`src/rtl/vng_pkg.sv`:
```
// ----------------------------------------------------------------------------
// vng_pkg
// Shared widths, request codes and types of the vertex normal generator.
// ----------------------------------------------------------------------------
package vng_pkg;

  localparam int MAX_VERTICES_DEF = 1024;
  localparam int SUM_BITS_DEF     = 24;

  localparam int IDX_W  = 10;   // vertex index field
  localparam int POS_W  = 16;   // Q8.8 position component
  localparam int NRM_W  = 16;   // Q1.14 normal component
  localparam int CW     = 36;   // vector width into the normalizer
  localparam int ONE_Q14 = 16384;

  localparam logic [1:0] MODE_POS    = 2'd0;
  localparam logic [1:0] MODE_TRI    = 2'd1;
  localparam logic [1:0] MODE_READ   = 2'd2;
  localparam logic [1:0] MODE_UNUSED = 2'd3;

  typedef logic [2:0][CW-1:0] vec_t;

  typedef struct packed {
    logic                   done;
    logic                   zero;
    logic [2:0][NRM_W-1:0]  n;
  } norm_res_t;

endpackage

```
`src/rtl/vng_norm.sv`:
```
// ----------------------------------------------------------------------------
// vng_norm
// Iterative vector normalizer: shift to range, sum of squares, bit-serial
// square root and three bit-serial divisions giving a Q1.14 unit vector.
// ----------------------------------------------------------------------------
module vng_norm (
  input  logic              clk,
  input  logic              rst_n,
  input  logic              start,
  input  vng_pkg::vec_t     vec,
  output vng_pkg::norm_res_t res
);

  localparam int CW = vng_pkg::CW;

  typedef enum logic [7:0] {
    N_IDLE  = 8'b0000_0001,
    N_SHIFT = 8'b0000_0010,
    N_SQ    = 8'b0000_0100,
    N_SQRT  = 8'b0000_1000,
    N_DLOAD = 8'b0001_0000,
    N_DIV   = 8'b0010_0000,
    N_STORE = 8'b0100_0000,
    N_DONE  = 8'b1000_0000
  } nst_t;

  nst_t                          st_r;
  logic [CW-1:0]                 m_r [3];
  logic [2:0]                    neg_r;
  logic [59:0]                   prod_r;
  logic [63:0]                   acc_r;
  logic [63:0]                   v_r;
  logic [63:0]                   root_r;
  logic [63:0]                   bit_r;
  logic [46:0]                   num_r;
  logic [46:0]                   den_r;
  logic [15:0]                   q_r;
  logic [4:0]                    cnt_r;
  logic [1:0]                    comp_r;
  logic [2:0][vng_pkg::NRM_W-1:0] n_r;
  logic                          zero_r;
  logic                          done_r;

  logic [CW-1:0] mag [3];
  logic [CW-1:0] mx;
  logic [63:0]   trial;
  logic [15:0]   qc;

  always_comb begin
    for (int i = 0; i < 3; i++) begin
      mag[i] = vec[i][CW-1] ? (~vec[i] + CW'(1)) : vec[i];
    end
    mx = m_r[0];
    if (m_r[1] > mx) mx = m_r[1];
    if (m_r[2] > mx) mx = m_r[2];
    trial = root_r + bit_r;
    qc = (q_r > 16'(vng_pkg::ONE_Q14)) ? 16'(vng_pkg::ONE_Q14) : q_r;
  end

  always_ff @(posedge clk) begin
    if (!rst_n) begin
      st_r   <= N_IDLE;
      done_r <= 1'b0;
    end else begin
      unique case (st_r)
        N_IDLE: begin
          done_r <= 1'b0;
          if (start) begin
            for (int i = 0; i < 3; i++) begin
              m_r[i]   <= mag[i];
              neg_r[i] <= vec[i][CW-1];
            end
            if (vec == '0) begin
              n_r    <= '0;
              zero_r <= 1'b1;
              st_r   <= N_DONE;
            end else begin
              zero_r <= 1'b0;
              st_r   <= N_SHIFT;
            end
          end
        end
        N_SHIFT: begin
          // Bring the largest magnitude into [2^29, 2^30).
          if (mx[CW-1:29] == '0) begin
            for (int i = 0; i < 3; i++) m_r[i] <= m_r[i] << 1;
          end else if (mx[CW-1:30] != '0) begin
            for (int i = 0; i < 3; i++) m_r[i] <= m_r[i] >> 1;
          end else begin
            cnt_r <= '0;
            acc_r <= '0;
            st_r  <= N_SQ;
          end
        end
        N_SQ: begin
          if (cnt_r[1:0] != 2'd3) begin
            prod_r <= m_r[cnt_r[1:0]][29:0] * m_r[cnt_r[1:0]][29:0];
          end
          if (cnt_r[1:0] != 2'd0) acc_r <= acc_r + 64'(prod_r);
          cnt_r <= cnt_r + 5'd1;
          if (cnt_r[1:0] == 2'd3) begin
            v_r    <= acc_r + 64'(prod_r);
            root_r <= '0;
            bit_r  <= 64'h4000_0000_0000_0000;
            st_r   <= N_SQRT;
          end
        end
        N_SQRT: begin
          if (v_r >= trial) begin
            v_r    <= v_r - trial;
            root_r <= (root_r >> 1) + bit_r;
          end else begin
            root_r <= root_r >> 1;
          end
          bit_r <= bit_r >> 2;
          if (bit_r[0]) begin
            comp_r <= '0;
            st_r   <= N_DLOAD;
          end
        end
        N_DLOAD: begin
          // Numerator carries the rounding term of half the length.
          num_r <= 47'({m_r[comp_r][29:0], 14'b0}) + 47'(root_r[31:1]);
          den_r <= 47'(root_r[31:0]) << 15;
          q_r   <= '0;
          cnt_r <= 5'd15;
          st_r  <= N_DIV;
        end
        N_DIV: begin
          if (num_r >= den_r) begin
            num_r          <= num_r - den_r;
            q_r[cnt_r[3:0]] <= 1'b1;
          end
          den_r <= den_r >> 1;
          cnt_r <= cnt_r - 5'd1;
          if (cnt_r == 5'd0) st_r <= N_STORE;
        end
        N_STORE: begin
          n_r[comp_r] <= neg_r[comp_r] ? (~qc + 16'd1) : qc;
          if (comp_r == 2'd2) begin
            st_r <= N_DONE;
          end else begin
            comp_r <= comp_r + 2'd1;
            st_r   <= N_DLOAD;
          end
        end
        N_DONE: begin
          done_r <= 1'b1;
          st_r   <= N_IDLE;
        end
        default: st_r <= N_IDLE;
      endcase
    end
  end

  assign res.done = done_r;
  assign res.zero = zero_r;
  assign res.n    = n_r;

endmodule

```
`config.mk`:
```
export PLATFORM = sky130hd
export DESIGN_NAME = vng_norm
export DESIGN_NICKNAME = d
export VERILOG_FILES = /design/src/rtl/vng_pkg.sv /design/src/rtl/vng_norm.sv
export SDC_FILE = /design/constraint.sdc
export NUM_CORES = 2
export LEC_CHECK = 0
export ABC_AREA = 1
export BUFFER_PORTS_ARGS = -buffer_cell sky130_fd_sc_hd__buf_2
export CAP_MARGIN = 20
export CORE_UTILIZATION = 60
export DETAILED_ROUTE_END_ITERATION = 16
export MAX_ROUTING_LAYER = met4
export PLACE_DENSITY = 0.77
export REMOVE_ABC_BUFFERS = 1
export SYNTH_ARGS = -nofsm -noshare
export SYNTH_HDL_FRONTEND = slang
export SYNTH_SLANG_ARGS = --single-unit
export TNS_END_PERCENT = 50
```
`constraint.sdc`:
```
create_clock -name clk -period 14.5 [get_ports clk]
set_input_delay 2.9 -clock clk [delete_from_list [all_inputs] [get_ports clk]]
set_output_delay 2.9 -clock clk [all_outputs]
set_load 0.01 [all_outputs]
```
==> impl_metrics.csv <==
group,metric,value,unit
route,drt_iter0_markers,8729,
sta,grt_setup_unrepaired,"false",
route,antenna_left,0,
route,vias_per_cell,5.94,
final_layout,nNetsFinal,11212,
global_route,antenna_found_initial,9,
global_route,grt_start_max_net_pins,101,
route,wire_per_inst,21.8,microns
clocking,postCtsSetupBuffers,0,
sta,min_period,9.41,ns
synth,syn_inst,9742,
setup_path,worst_path_largest_cell_delay,0.79,ns
min_path,hp-class,"reg -> reg",
synth,ys_ff_latch,573,
floorplanning,start_util,60.8,%
sta,drv_slew,0,
clocking,clockRootBuffer,"clkbuf_16",
sta,fin_crit_sh,64.9,%
setup_path,critPathMaxFanout,54,
global_route,grt_usage,41.0,%
run,drv_cap,0,
sta,hold_viol_final,0,
synth,syn-cell-area,74200,sq um
global_route,grt_pass1_wl,386000,microns
setup_path,crit_path_end_kind,"register",
floorplanning,die_area,125000,sq um
min_path,hold_depth,2,
synth,syn_area_per_cell,7.62,sq um
sta,fin_worst_skew,0.0550,ns
setup_path,cp.arrival,9.79,ns
clocking,numCtsBuffers,71,
floorplanning,die_w,354,microns
setup_path,timing.critical_path.required,14.89,ns
floorplanning,die_h,354,microns
placed_design,dpl_cell_area,76900,sq um
clocking,cts_tree,"done",
final_layout,fillers,10747,
final_layout,fin_area,79200,sq um
route,drc,0,
setup_path,r2r-end,"prod_r[46]",
final_layout,drive_above_1_share,4.43,%
synth,synth_flop_cell,"edfxtp_1",
global_route,grt_pass1_vias,67289,
route,wl,251000,microns
clocking,insertion_delay,0.69,ns
min_path,hold_path_end,"done_r",
setup_path,crit_path_top_delay_cell,"inv_1",
clocking,hold_buffers,0,
clocking,cts_resized,0,
clocking,cts.clk_slew.worst_paths,0.06,ns
sta,finalSetupViolCount,0,
clocking,cts-htree-levels,3,
clocking,clockBufferDepth,3,
route,vias,68357,
global_route,grt.overflow.total,0,
synth,yosys.cell_types.count,61,
synth,yosysWarnings,0,
placed_design,portBuffers,160,
final_layout,syn_to_final_growth,6.70,%
synth,synth-edff-count,560,
sta,slew_headroom,17.4,%
floorplanning,io_pins,161,
sta,tightest_slew,1.23,ns
synth,ys_async_sr_fraction,0,%
floorplanning,core,122000,sq um
synth,yosysSeqAreaShare,23.0,%
min_path,worstHoldStart,"done_r",
setup_path,worstSetupPathType,"reg -> reg",
floorplanning,row_count,128,
route,drtPass1Iterations,6,
clocking,cts_sinks,573,
setup_path,r2r_cells,28,
placed_design,dp_hpwl,202000,microns
placed_design,gp_congestion,1.04,
status,outcome,"complete, no violations",
sta,max_freq,106,MHz
setup_path,start_kind,"register",
setup_path,r2r_slack,5.09,ns
[cell families after synthesis]
logic type	share of synthesized area, %
muxes	0.0539
xor gates and xnor gates	4.26
adders and majority gates	28.8
DFF	23.0
AOI/OAI and AO/OA	12.5
buffers and inverters	11.0
and+or+nand+nor	20.4
[worst max path at each step]
stage / slack (ns) / cells past startpoint / endpoint
CTS: 5.19 / 29 / prod_r[46]
finish: 5.09 / 28 / prod_r[46]
global route: 4.72 / 30 / prod_r[45]
detailed placement: 5.24 / 28 / prod_r[46]
floorplan: -5.55 / 7 / bit_r[0]
global placement: 5.01 / 33 / prod_r[48]
[state kept, by name, indices dropped and copies added (netlist names), 2 cells and up, named ones only]
signal  cells
res        48
den_r      47
q_r        16
acc_r      64
m_r       108
v_r        64
root_r     64
bit_r      32
comp_r      2
cnt_r       5
st_r        8
prod_r     59
num_r      47
neg_r       3
[worst max-delay path: cells and delay by family, from the launching register on]
| family | cells | cell delay (ns) |
|---|---|---|
| and+or+nand+nor | 5 | 1.26 |
| DFF | 1 | 0.39 |
| xor gates and xnor gates | 1 | 0.16 |
| AOI/OAI and AO/OA | 3 | 0.47 |
| buffers and inverters | 10 | 2.20 |
| adders and majority gates | 9 | 4.60 |
[metrics by stage]
stage	cells	setup TNS, ns	utilization, %	hold WS (ns)	setup WS, ns
floorplan	9483	-687.08	-	0.478	-5.55
global placement	11361	0	62.9	0.455	5.01
detailed placement	11363	0	62.9	0.464	5.24
CTS	11493	0	64.8	0.502	5.19
global route	11501	0	64.8	0.514	4.72
finish	11504	0	64.8	0.506	5.09
[placed cells by master (no fill, tap or decap), types with 47 or more instances in the layout]
cell       instances
xor2_1           200
xnor2_1          161
nand3_1          300
ha_1             588
nor2_1          1213
nor3_1            79
a21oi_1          598
o21ai_1           49
o211ai_1          54
a31oi_1          102
fa_1             699
nand2_1         1761
edfxtp_1         560
nor4_1            47
buf_2            159
buf_4             97
inv_1           1884
o21ai_0          661
nand4_1          173
clkbuf_16         72
[per-layer routing]
layer | vias to the layer above | wire length, microns | track usage, % | part of all wire, %
met2 | 3667 | 110000 | 60.8 | 44
met3 | 644 | 26300 | 7.15 | 10
met5 | - | 0 | - | 0
met1 | 32494 | 102000 | 55.2 | 41
met4 | 0 | 12500 | 18.4 | 5.0
li1 | 31552 | - | - | -
[synth_stat cells (all sizes together) (39+ instances only)]
master,count,area [sq um]
nor2,1215,4570
ha,588,7360
o21ai,713,3570
fa,699,14000
a31oi,102,638
a21oi,600,3000
buf,69,362
clkbuf,190,713
nand3,302,1520
nor3,82,410
o211ai,54,405
nand2,1767,6650
xor2,200,1750
nor4,50,319
edfxtp,560,16800
xnor2,161,1410
or2,40,250
a21o,39,293
nand4,174,1090
inv,1890,7090
[final cells by class]
type	count	area, sq um	area share [%]
diodes	8	20.0	0.0253
repair buffers	258	1540	1.95
inverters	1897	7120	8.99
well taps	1625	2030	2.57
clock buffers	92	1890	2.38
multi-input cells	7013	49100	62.0
flip-flops and latches	573	17100	21.6
clock inverters	38	432	0.545
Power is not shown: default switching activity piles up to over one toggle a cycle in this logic, so the estimate is an artifact.
